--- src/rtl/core/fixed_point_alu_defines.svh ---
// Assertion macros used by the fixed-point ALU back end (fpa_back).
`ifndef FIXED_POINT_ALU_DEFINES_SVH
`define FIXED_POINT_ALU_DEFINES_SVH

// Implication checked on every clock edge outside reset.
`define FPA_ASSERT_IMP(label, clk, rst, ante, cons, msg) \
   label: assert property (@(posedge clk) disable iff (rst) (ante) |-> (cons)) \
      else $error(msg);

// Implication whose consequent is checked in the cycle after the antecedent.
`define FPA_ASSERT_NEXT(label, clk, rst, ante, cons, msg) \
   label: assert property (@(posedge clk) disable iff (rst) (ante) |=> (cons)) \
      else $error(msg);

`endif

--- src/rtl/core/fpa_pkg.sv ---
// Package for the fixed-point ALU: opcodes, request/response structs, constants.
`default_nettype none
package fpa_pkg;
   localparam int FracBitsDflt = 8;
   localparam int QueueDepth   = 4;
   // divider iterations: 64-bit dividend, one quotient bit per stage
   localparam int DivBits      = 64;

   typedef enum logic [3:0] {
      OP_ADD  = 4'd0, OP_SUB = 4'd1, OP_MUL = 4'd2, OP_DIV = 4'd3,
      OP_MIN  = 4'd4, OP_MAX = 4'd5, OP_INC = 4'd6, OP_DEC = 4'd7,
      OP_I2F  = 4'd8, OP_F2I = 4'd9
   } op_type;

   typedef struct packed {
      logic [3:0]            req_type;
      logic signed [31:0]    operand_a;
      logic signed [31:0]    operand_b;
   } req_type;

   typedef struct packed {
      logic signed [31:0]    result;
      logic                  a_greater;
      logic                  a_less;
      logic                  a_equal;
      logic                  div_by_zero;
   } rsp_type;

   // unit class chosen at the front
   typedef enum logic [1:0] {
      CLS_SIMPLE = 2'd0, CLS_MUL = 2'd1, CLS_DIV = 2'd2, CLS_NONE = 2'd3
   } cls_type;

   typedef struct packed {
      cls_type               cls;
      logic [3:0]            op;
      logic signed [31:0]    a;
      logic signed [31:0]    b;
      logic                  gt;
      logic                  lt;
      logic                  eq;
   } work_type;
endpackage
`default_nettype wire

--- src/rtl/core/fpa_front.sv ---
// Front end: registers the request, classifies the opcode, computes compare flags.
`default_nettype none
module fpa_front
   import fpa_pkg::*;
(
   input  wire logic     clock,
   input  wire logic     reset,
   input  wire logic     in_valid,
   input  wire req_type  in_req,
   output work_type      out_work,
   output logic          out_valid
);
   work_type work_ff, work_in;
   logic     valid_ff;

   always_comb begin
      work_in    = '0;
      work_in.op = in_req.req_type;
      work_in.a  = in_req.operand_a;
      work_in.b  = in_req.operand_b;
      work_in.gt = in_req.operand_a > in_req.operand_b;
      work_in.lt = in_req.operand_a < in_req.operand_b;
      work_in.eq = in_req.operand_a == in_req.operand_b;
      unique case (in_req.req_type)
         OP_ADD, OP_SUB, OP_MIN, OP_MAX, OP_INC, OP_DEC, OP_I2F, OP_F2I:
            work_in.cls = CLS_SIMPLE;
         OP_MUL:  work_in.cls = CLS_MUL;
         OP_DIV:  work_in.cls = CLS_DIV;
         default: work_in.cls = CLS_NONE;
      endcase
   end

   always_ff @(posedge clock) begin
      if (reset) valid_ff <= 1'b0;
      else       valid_ff <= in_valid;
      work_ff <= work_in;
   end

   assign out_work  = work_ff;
   assign out_valid = valid_ff;
endmodule
`default_nettype wire

--- config.mk ---
export PLATFORM = sky130hd
export DESIGN_NAME = fpa_front
export DESIGN_NICKNAME = d
export VERILOG_FILES = /design/src/rtl/core/fixed_point_alu_defines.svh /design/src/rtl/core/fpa_pkg.sv /design/src/rtl/core/fpa_front.sv
export SDC_FILE = /design/constraint.sdc
export NUM_CORES = 1
export LEC_CHECK = 0
export BUFFER_PORTS_ARGS = -buffer_cell sky130_fd_sc_hd__buf_2
export CELL_PAD_IN_SITES_DETAIL_PLACEMENT = 2
export CELL_PAD_IN_SITES_GLOBAL_PLACEMENT = 2
export CORE_ASPECT_RATIO = 1.1
export CORE_MARGIN = 2
export CORE_UTILIZATION = 24
export DETAILED_ROUTE_END_ITERATION = 12
export GPL_ROUTABILITY_DRIVEN = 0
export HOLD_SLACK_MARGIN = 0.12
export PLACE_DENSITY_LB_ADDON = 0.1
export SLEW_MARGIN = 20
export SYNTH_ARGS = -nofsm -noshare
export SYNTH_HDL_FRONTEND = slang
export SYNTH_SLANG_ARGS = --single-unit
--- constraint.sdc ---
create_clock -name clock -period 2 [get_ports clock]
set_input_delay 0.1 -clock clock [delete_from_list [all_inputs] [get_ports clock]]
set_output_delay 0.1 -clock clock [all_outputs]
set_load 0.1 [all_outputs]
==> run summary <==
The worst hold path was traced through 5 stages. The data arrival at the endpoint of the critical path is approximately 2.2 ns. The relative slew slack is 65.93%. The die is 98.34 µm wide. In the final routed layout, each cell accounts on average for 14.43 µm. The number of buffers added by the clock tree synthesis step came out at 9. The overall routed net length is 7865 µm. The number of sinks on the clock net came out at between 70 and 80. The number of violations of the max-capacitance limit is 0.

The critical path in this run is classified as in2reg. After clock tree synthesis, the clock-pin slew on the worst setup and hold paths is 0.08 ns. The leakage power came out at 2.164 nW. The starting density of the core came out at ~25%. The total of endpoints with negative setup slack in the final report came out at 0. The largest delay contributor family on the critical path is buffers and inverters. Before antenna repair, the detailed router went through 4 iterations. The count of buffers added on input and output ports is 144. The antenna cell count came out at 0. The critical path contains buffers and inverters numbering 4 combined. Counting every instance in the synthesized netlist gives 196. Counting the fill cells in the layout gives 1034. Averaged over all synthesized cells, the footprint is about 12 µm². The final worst-path setup slack is just over 0.09 ns. The largest individual stage delay along the critical path comes from the cell dlygate4sd3_1.

In this run the cell area of the synthesized design comes to around 2300 µm². Dividing the detail-routed via count by the number of cells gives 4.152. The setup slack after placement came out at -0.04404 ns. The data required time at the worst endpoint is ~2.3 ns.

The maximum clock rate came out at 0.5245 GHz. The floorplan die area came out at 10600 µm². The layout cell share with drive strength beyond 1 is 41.59%. The number of nets in the layout is 526.

The final count of hold timing violations came out at 0. Setup repair after global routing left no endpoint under its margin. The HPWL after detailed placement came out at 5399 µm. The cell row count is 37. The detailed router finished its first iteration with 18 violations.

The run finished with clean final reports. TritonCTS built the clock tree. The worst hold path begins at in_req[63]. Traced cell by cell, the critical path runs through dlygate4sd3_1 > buf_2 > inv_2 > ha_4 > nand4_1 > inv_1 > a221oi_2 > o21ai_1 > or3_4 > and2_1.

The global-route wire length before repair is 12510 µm. Yosys printed 0 warnings. The class of the tightest hold or removal check is in2reg. The combined global-route utilization of all metal layers came out at 15.31%. The peak per-stage delay on the critical path came out at 0.53 ns. After global routing the overflow that remains totals 0. The number of nets handed over by synthesis was 299. The endpoint type of the worst setup path is a flip-flop. The final worst-path cycle share is 95.32%. The number of distinct library cells after synthesis came out at 25. The total power consumption of the routed design came out at 0.003744 W.

The initial antenna violation count is 0. The maximum fanout along the worst path is 2. The number of top-level pins came out at 145. The tree is rooted in a clkbuf_8. The worst setup path is launched from an input pin. The number of max-slew violations in the final report is 0. The floorplan die height came out at 107.8 µm. The detailed-route via count is 2263. For hold timing, the worst endpoint is out_work[2]$_DFF_P_.

The flip-flop and latch count after synthesis came out at 74. Across the VDD grid, the largest voltage drop is about 0.00034 V. The post-synthesis to final-layout area growth is 79.87%. After detailed routing, the number of remaining DRC violations is 0. For this design the ratio of total power to cell area is 885.9 nW/µm². Entering global routing, the biggest net connects 14 pins. For this run, the register share of the synthesized area comes to 63.05%.

The maximum count of clock buffers along a single path is 2. The count of nets left with antenna violations once routing finished came out at 0. The floorplan core area is 9444 µm². For the pin with the worst max-slew slack, the measured transition is 0.5146 ns. The minimum clock period came out at 1.906 ns. The H-tree depth reported by CTS came out at 3.

The number of global-route vias before repair is between 2000 and 3000.
-- power by group --
group	internal [W]	total [W]	switching (W)	leakage, nW
sequential	0.00156	0.00158	0.0000194	0.624
combinational	0.000291	0.00110	0.000814	1.45
clock	0.000491	0.00106	0.000572	0.0899
-- how the worst max path moves through the flow --
stage	start	slack (ns)	endpoint	cells past startpoint
3_5_place_dp	in_req[15]	-0.04	out_work[1]$_DFF_P_	10
5_1_grt	in_req[1]	0.009	out_work[1]$_DFF_P_	10
4_1_cts	in_req[54]	0.0004	out_work[1]$_DFF_P_	9
3_3_place_gp	in_req[25]	-0.004	out_work[1]$_DFF_P_	9
2_1_floorplan	in_req[25]	0.18	out_work[1]$_DFF_P_	8
6_report	in_req[21]	0.09	out_work[1]$_DFF_P_	10
-- cell families (layout without fill, tap and decap cells) --
group / count (synthesis) / after routing / synth area share, %
DFF: 74 / 74 / 63.05
buffers and inverters: 34 / 266 / 5.431
adders and majority gates: 32 / 32 / 17.04
and+or+nand+nor: 29 / 29 / 6.870
AOI/OAI and AO/OA: 27 / 27 / 7.614
-- area by class of cell --
class	count	area [µm²]	share of cell area [%]
Tap cell	117	146.4	3.464
Clock inverter	5	38.79	0.9177
Multi-Input combinational cell	88	832.0	19.69
Inverter	34	127.6	3.020
Sequential cell	74	1481	35.05
Clock buffer	11	141.4	3.345
Timing Repair Buffer	216	1459	34.52
-- placed cells by master (no fill, tap or decap), drive strengths merged, types with 2 or more instances in the layout --
cell type,Yosys,final
nand2,8,8
nor2,2,2
dlymetal6s4s,0,2
nand4,5,5
inv,34,35
o21ai,6,6
and2,2,2
ha,32,32
a221oi,3,3
clkinv,0,3
nand2b,3,3
nor2b,2,2
or3,2,2
buf,0,144
a21o,4,4
dlygate4sd3,0,70
clkbuf,0,11
nand3,2,2
o22a,2,2
dfxtp,74,74
a21oi,10,10
-- through the flow --
| step | hold WS, ns | setup TNS (ns) | instance area (µm²) | std cells | util (%) |
|---|---|---|---|---|---|
| floorplan | 0.1277 | 0 | 2350 | 196 | - |
| global placement | 0.2186 | -0.004091 | 3254 | 462 | 34.46 |
| detailed placement | 0.2192 | -0.06920 | 3254 | 462 | 34.46 |
| CTS | 0.3282 | 0 | 4135 | 548 | 43.79 |
| global route | 0.3138 | 0 | 4227 | 545 | 44.75 |
| finish | 0.3063 | 0 | 4227 | 545 | 44.75 |
-- Yosys cell counts --
library cell / number / area, µm²
a21o_1: 2 / 15.01
a21o_2: 2 / 17.52
a21oi_1: 10 / 50.05
a221o_1: 1 / 10.01
a221oi_1: 2 / 17.52
a221oi_2: 1 / 15.01
a31oi_1: 1 / 6.260
and2_1: 1 / 6.260
and2_2: 1 / 7.510
and4_1: 1 / 8.760
dfxtp_1: 74 / 1481
ha_1: 32 / 400.4
inv_1: 34 / 127.6
nand2_1: 8 / 30.03
nand2b_1: 3 / 18.77
nand3_1: 2 / 10.01
nand4_1: 5 / 31.28
nor2_1: 2 / 7.510
nor2b_1: 2 / 12.51
nor3_2: 1 / 10.01
nor4_1: 1 / 6.260
o21ai_0: 5 / 25.02
o21ai_1: 1 / 5.000
o22a_1: 2 / 17.52
or3_1: 2 / 12.51
-- routing by layer --
metal / GRT usage [%] / wire, µm / vias up
met1: 16.08 / 2964 / 1056
met2: 27.99 / 4213 / 93
met4: 5.284 / 70 / 0
li1: - / - / 1107
met3: 5.714 / 616 / 7
met5: 0 / 0 / -
-- sequential cells by signal, indices dropped and copies added (netlist names) --
register   count
out_work      73
out_valid      1
-- tightest hold or removal path: stages --
cell and delay, ns:
buf_2 0.09, ha_1 0.14, buf_4 0.13, or3_4 0.12, a21oi_2 0.05
-- what timing repair did --
| action | 4_1_cts | 5_1_grt |
|---|---|---|
| buffers inserted | 0 | 0 |
| setup endpoints to repair | 0 | 2 |
| endpoints found under the hold margin | 71 | 2 |
| gates resized for setup | 0 | 18 |
| hold buffers | 70 | 2 |
(Power assumes the default switching activity.)
