<file path="config.mk">
export PLATFORM = sky130hd
export DESIGN_NAME = fpa_queue
export DESIGN_NICKNAME = d
export VERILOG_FILES = /design/src/rtl/core/fixed_point_alu_defines.svh /design/src/rtl/core/fpa_pkg.sv /design/src/rtl/core/fpa_queue.sv
export SDC_FILE = /design/constraint.sdc
export NUM_CORES = 1
export LEC_CHECK = 0
export BUFFER_PORTS_ARGS = -buffer_cell sky130_fd_sc_hd__buf_2
export CAP_MARGIN = 15
export CORE_MARGIN = 2
export CORE_UTILIZATION = 50
export CTS_BUF_LIST = sky130_fd_sc_hd__clkbuf_2
export DETAILED_ROUTE_END_ITERATION = 16
export PLACE_DENSITY = 0.74
export SYNTH_ARGS = -nofsm -noshare
export SYNTH_HDL_FRONTEND = slang
export SYNTH_SLANG_ARGS = --single-unit
</file>
<file path="constraint.sdc">
create_clock -name clock -period 2.6 [get_ports clock]
set_input_delay 0.13 -clock clock [delete_from_list [all_inputs] [get_ports clock]]
set_output_delay 0.13 -clock clock [all_outputs]
set_load 0.01 [all_outputs]
</file>
<file path="src/rtl/core/fixed_point_alu_defines.svh">
// Assertion macros used by the fixed-point ALU back end (fpa_back).
`ifndef FIXED_POINT_ALU_DEFINES_SVH
`define FIXED_POINT_ALU_DEFINES_SVH

// Implication checked on every clock edge outside reset.
`define FPA_ASSERT_IMP(label, clk, rst, ante, cons, msg) \
   label: assert property (@(posedge clk) disable iff (rst) (ante) |-> (cons)) \
      else $error(msg);

// Implication whose consequent is checked in the cycle after the antecedent.
`define FPA_ASSERT_NEXT(label, clk, rst, ante, cons, msg) \
   label: assert property (@(posedge clk) disable iff (rst) (ante) |=> (cons)) \
      else $error(msg);

`endif

</file>
<file path="src/rtl/core/fpa_pkg.sv">
// Package for the fixed-point ALU: opcodes, request/response structs, constants.
`default_nettype none
package fpa_pkg;
   localparam int FracBitsDflt = 8;
   localparam int QueueDepth   = 4;
   // divider iterations: 64-bit dividend, one quotient bit per stage
   localparam int DivBits      = 64;

   typedef enum logic [3:0] {
      OP_ADD  = 4'd0, OP_SUB = 4'd1, OP_MUL = 4'd2, OP_DIV = 4'd3,
      OP_MIN  = 4'd4, OP_MAX = 4'd5, OP_INC = 4'd6, OP_DEC = 4'd7,
      OP_I2F  = 4'd8, OP_F2I = 4'd9
   } op_type;

   typedef struct packed {
      logic [3:0]            req_type;
      logic signed [31:0]    operand_a;
      logic signed [31:0]    operand_b;
   } req_type;

   typedef struct packed {
      logic signed [31:0]    result;
      logic                  a_greater;
      logic                  a_less;
      logic                  a_equal;
      logic                  div_by_zero;
   } rsp_type;

   // unit class chosen at the front
   typedef enum logic [1:0] {
      CLS_SIMPLE = 2'd0, CLS_MUL = 2'd1, CLS_DIV = 2'd2, CLS_NONE = 2'd3
   } cls_type;

   typedef struct packed {
      cls_type               cls;
      logic [3:0]            op;
      logic signed [31:0]    a;
      logic signed [31:0]    b;
      logic                  gt;
      logic                  lt;
      logic                  eq;
   } work_type;
endpackage
`default_nettype wire

</file>
<file path="src/rtl/core/fpa_queue.sv">
// Short FIFO between front and back end.
`default_nettype none
module fpa_queue
   import fpa_pkg::*;
#(
   parameter int Depth = QueueDepth
) (
   input  wire logic     clock,
   input  wire logic     reset,
   input  wire logic     push,
   input  wire work_type push_data,
   input  wire logic     pop,
   output work_type      pop_data,
   output logic          not_empty
);
   localparam int AW = (Depth > 1) ? $clog2(Depth) : 1;
   work_type        mem_ff [Depth];
   logic [AW-1:0]   wr_ff, rd_ff;
   logic [AW:0]     cnt_ff;

   function automatic logic [AW-1:0] incr(input logic [AW-1:0] p);
      return (p == AW'(Depth - 1)) ? '0 : p + 1'b1;
   endfunction

   always_ff @(posedge clock) begin
      if (reset) begin
         wr_ff  <= '0;
         rd_ff  <= '0;
         cnt_ff <= '0;
      end else begin
         if (push) wr_ff <= incr(wr_ff);
         if (pop)  rd_ff <= incr(rd_ff);
         cnt_ff <= cnt_ff + (AW+1)'(push) - (AW+1)'(pop);
      end
      if (push) mem_ff[wr_ff] <= push_data;
   end

   assign pop_data  = mem_ff[rd_ff];
   assign not_empty = cnt_ff != '0;
endmodule
`default_nettype wire

</file>
==> results.yml, run 1 <==
run_status:
  status: "complete, no violations"
setup_path:
  max_stage_delay_ps: 640
  path_class: "flop to output port"
  slowest_stage: "mux4_1"
  path_cells: "buf_12, mux4_1, buf_2"
  cp_max_fo: 43
  required_ps: 2470
  cp-start-kind: "flop"
  crit_arrival_ps: 2260
  cp-end-kind: "output port"
floorplan:
  die_h_um: 153
  start_util: 0.508
  fp.dieW_um: 153
  die_area_sq_um: 23300
  fp.coreArea_sq_um: 21800
  num_rows: 54
  io_pins: 151
synthesis:
  synth_area_sq_um: 11000
  syn_area_per_cell_sq_um: 26.2
  synthDistinctLibCells: 20
  synthCells: 422
  ys_warn_count: 0
  synth_nets: 507
  seq_area_frac_synth: 0.810
  synth_top_area_frac: 0.794
  synthTopCellsByArea: "edfxtp_1, mux4_2, dfxtp_1"
  ys_ff_latch: 301
  yosysTopAreaCell: "edfxtp_1"
finish:
  drive_gt1_frac: 0.458
  diodes: 0
  mostFrequentLayoutCells: "edfxtp_1, buf_2, clkbuf_2"
  mostFrequentLayoutCell: "edfxtp_1"
  area_growth_pct: 22.5
  fin_cells: 1047
  seqCellArea_sq_um: 8960
  fillers: 1553
  fin_nets: 806
  multi_input_area_sq_um: 1900
timing:
  worstMarginPinSlew_ps: 434
  finalHoldViolations: 0
  timing.setup.tns_ps: 0
  grt_setup_unrepaired: "false"
  final_max_slew_viol_count: 0
  finalSetupViolations: 0
  whs_ps: 108
  fin_crit_sh: 0.918
  post-route-min-period_ps: 2390
  max_clock_freq_mhz: 419
  relSlewSlack: 0.711
  finalClockSkew_ps: 31.3
power_and_ir_drop:
  ir_worst_vdd_mv: 0.327
  power_density_nw_per_um2: 695
  p_leak_nw: 4.79
clock_network:
  clkTransAtPathRegs_ps: 100
  root_buffer: "clkbuf_2"
  post_cts.repair.setup_buffers: 0
  cts_max_level: 3
  cts.sinks: 301
  clk_path_buf_depth: 3
  worstSkewPairLatency_ps: 770
  cts_buffers: 73
  cts_tree: "done"
detailed_routing:
  wire_per_inst_um: 19.3
  first_pass_iters: 4
  drc_errors: 0
  drt-total-wl_um: 20200
  vias: 5459
  ant_nets: 0
  drt_iter0_drc: 255
  viasPerCell: 5.21
placement:
  place_hpwl_um: 11800
  place.gp.congestion: 0.671
  placed_cells: 848
  port_buffers: 150
global_routing:
  grt_pass1_wl_um: 31600
  antenna_found_initial: 0
  grt_usage: 0.176
  grt_start_max_net_pins: 46
  grt_pass1_vias: 6008
  gr-total-overflow: 0
run:
  max_cap_viol_count: 0
min_path:
  hp-class: "primary input to flop"
## worst max-delay path, delay by kind of cell, from the launching register on
kind | cells | cell delay [ps]
buf+inv | 2 | 490
mux | 1 | 640
flops | 1 | 370
## path summary, 6_finish.rpt
kind,cells past startpoint,endpoint,from,slack [ps]
setup / recovery,3,pop_data[67],flop,210
hold / removal,2,mem_ff[2][45],push_data[45],110
setup reg to reg,8,cnt_ff[1],cnt_ff[0],510
hold reg to reg,2,flop,rd_ff[0],510
## cell usage after synthesis (all sizes together)
cell	n
or3	1
a21oi	2
nor2b	1
mux4	73
edfxtp	292
nand2b	2
mux2i	2
dfxtp	9
and2	4
fa	1
clkbuf	1
inv	5
buf	15
ha	7
nor2	4
or3b	2
xnor3	1
## per-layer routing
| metal | track usage | up-vias | share of wire |
|---|---|---|---|
| met5 | 0 | - | 0 |
| met4 | 0.0670 | 0 | 0.016 |
| met3 | 0.0489 | 29 | 0.064 |
| met2 | 0.289 | 206 | 0.51 |
| met1 | 0.228 | 2772 | 0.41 |
| li1 | - | 2452 | - |
## report_power, final
group          internal, mW  total, mW  switching, mW  leakage (nW)
registers              5.53       5.59         0.0636          2.76
logic                 0.514      0.997          0.483          1.55
clock network          1.17       2.82           1.65         0.482
## repair_timing
item | 4_1_cts | 5_1_grt
hold buffers | 78 | 0
endpoints found under the hold margin | 351 | 0
setup endpoints to repair | 30 | 0
gates resized for setup | 1 | 0
## state kept, by name (all words and copies together) (netlist names), named ones only
name    count
wr_ff       2
mem_ff    292
rd_ff       2
cnt_ff      3
## cells by family (layout without fill, tap and decap cells)
family                     count (synthesis)  in the layout  share of synthesized area
and+or+nand+nor                           14             14                    0.00747
muxes                                     75             75                      0.151
AOI/OAI and AO/OA                          2              2                   0.000906
DFF                                      301            301                      0.810
xor gates and xnor gates                   1              1                    0.00204
buffers and inverters                     21            366                     0.0190
adders and majority gates                  8              8                    0.00974
## area by class of cell
class,count,area share
multi-input combinational,100,0.140
sequential,301,0.661
clock buffer,106,0.0392
timing repair buffer,240,0.126
tap,280,0.0259
inverter,5,0.00139
clock inverter,15,0.00610
## metrics by stage
stage               instance area [sq um]  setup WS (ps)   util  total power, mW
floorplan                           11100            715      -             6.24
global placement                    12100            847  0.558             6.58
detailed placement                  12100            817  0.558             6.62
CTS                                 13500           39.3  0.622             9.58
global route                        13500           23.0  0.622             9.89
finish                              13500            212  0.622             9.41
No activity file was read; power rests on OpenSTA's default activity.
==> inputs of run 2 (changes only) <==
- REMOVE_ABC_BUFFERS: unset -> 1
==> run 2 against run 1 <==
Net effect:
- flip-flop and latch count did not move
- die area did not move
- cell area is 3.3% higher
- non-clock buffer count rose by 36
- first-iteration DRC count up 14%
- sequential power about the same
- largest cell class unchanged
- register-to-register slack better by 30 ps
==> results.yml, run 2 (synthesis results as in run 1) <==
timing:
  relSlewSlack: 0.596
  grt_setup_unrepaired: "true"
  max_clock_freq_mhz: 411
  worstMarginPinSlew_ps: 606
  finalHoldViolations: 0
  fin_crit_sh: 0.936
  final_max_slew_viol_count: 0
  finalSetupViolations: 0
  whs_ps: 100
  finalClockSkew_ps: 41.8
  worst_slack_ps: 167
  post-route-min-period_ps: 2430
finish:
  finalInstanceArea_sq_um: 14000
  regMostFlops: "mem_ff"
  diodes: 0
  fin_nets: 844
  fillers: 1484
  largest_reg_flops: 292
  mostFrequentLayoutCell: "edfxtp_1"
  reg.largest.list: "mem_ff x292, cnt_ff x3"
  seqCellArea_sq_um: 8960
  drive_gt1_frac: 0.444
  area_growth_pct: 26.6
  mostFrequentLayoutCells: "edfxtp_1, buf_2, dlygate4sd3_1"
  multi_input_area_sq_um: 1900
  final_core_util: 0.643
min_path:
  hold_path_startpoint: "push_data[25]"
  worstHoldEndpoint: "mem_ff[0][25]"
  hp-class: "primary input to flop"
  hold_path_depth: 2
global_routing:
  grt_pass1_vias: 6284
  gr-total-overflow: 0
  grt_usage: 0.186
  grt_pass1_wl_um: 33300
  antenna_found_initial: 0
  grt_start_max_net_pins: 42
power_and_ir_drop:
  total_power_mw: 9.65
  p_leak_nw: 4.98
  ir_worst_vdd_mv: 0.422
  power_density_nw_per_um2: 690
setup_path:
  reg2reg_from: "cnt_ff[0]"
  r2r_slack_ps: 540
  cp-start-kind: "flop"
  path_class: "flop to output port"
  reg2regPathDepth: 8
  cp_max_fo: 29
  r2r_end: "cnt_ff[1]"
  required_ps: 2470
  crit_arrival_ps: 2300
  cp-end-kind: "output port"
detailed_routing:
  viasPerCell: 5.20
  vias: 5654
  ant_nets: 0
  drt-total-wl_um: 21000
  wire_per_inst_um: 19.3
  drc_errors: 0
  drt_iter0_drc: 290
  first_pass_iters: 6
clock_network:
  cts.sinks: 301
  cts_buffers: 75
  clkTransAtPathRegs_ps: 100
  worstSkewPairLatency_ps: 770
  root_buffer: "clkbuf_2"
  clk_path_buf_depth: 3
  cts_tree: "done"
  cts_max_level: 3
floorplan:
  start_util: 0.508
  io_pins: 151
  die_h_um: 153
  fp.coreArea_sq_um: 21800
  fp.dieW_um: 153
  num_rows: 54
  die_area_sq_um: 23300
run:
  max_cap_viol_count: 0
placement:
  place_hpwl_um: 12000
  place_area_sq_um: 12200
  dp_slack_ps: 822
  port_buffers: 150
  place.gp.congestion: 0.715
run_status:
  status: "complete, no violations"
==> run 2: worst max-delay path by stage <==
stage	startpoint	to	slack, ps	depth (start not counted)
floorplan	flop	pop_data[67]	-1370	1
global placement	wr_ff[1]	mem_ff[1][40]	890	4
detailed placement	wr_ff[1]	mem_ff[1][0]	820	4
CTS	flop	pop_data[17]	10	3
global route	flop	pop_data[17]	-9	3
finish	flop	pop_data[17]	170	3
==> run 2: per-stage QoR <==
| step | setup TNS, ps | instances |
|---|---|---|
| 4_1_cts | 0 | 1085 |
| 6_report | 0 | 1087 |
| 3_3_place_gp | 0 | 851 |
| 3_5_place_dp | 0 | 851 |
| 5_1_grt | -8.97 | 1087 |
| 2_1_floorplan | -117100 | 406 |
==> run 2: cell type report <==
type | count | share of cell area
clock inverters | 21 | 0.00975
repair buffers | 276 | 0.150
well taps | 280 | 0.0250
multi-input cells | 100 | 0.136
flip-flops and latches | 301 | 0.640
clock buffers | 104 | 0.0372
inverters | 5 | 0.00134
==> run 2: timing repair <==
item | CTS | global route
hold buffers | 109 | 2
resized for setup | 1 | 4
buffers inserted | 0 | 0
endpoints found under the hold margin | 407 | 6
endpoints found under the setup margin | 6 | 9
==> run 2: worst max-delay path, cell delays in order, from the launching register on <==
cell and delay [ps]:
dfxtp_4 510, buf_16 270, mux4_2 580, buf_6 150
==> run 2: layer usage <==
metal  wire length [um]  vias up  share of wire  GRT usage
met3               1380       38          0.066     0.0586
met5                  0        -              0          0
met2              11000      212           0.52      0.318
met4                303        0          0.014     0.0617
li1                   -     2523              -          -
met1               8270     2881           0.39      0.226
==> run 2: where the power goes <==
group | switching (mW) | internal, mW
clock network | 1.73 | 1.27
logic | 0.498 | 0.564
registers | 0.0612 | 5.53
total | 2.29 | 7.36
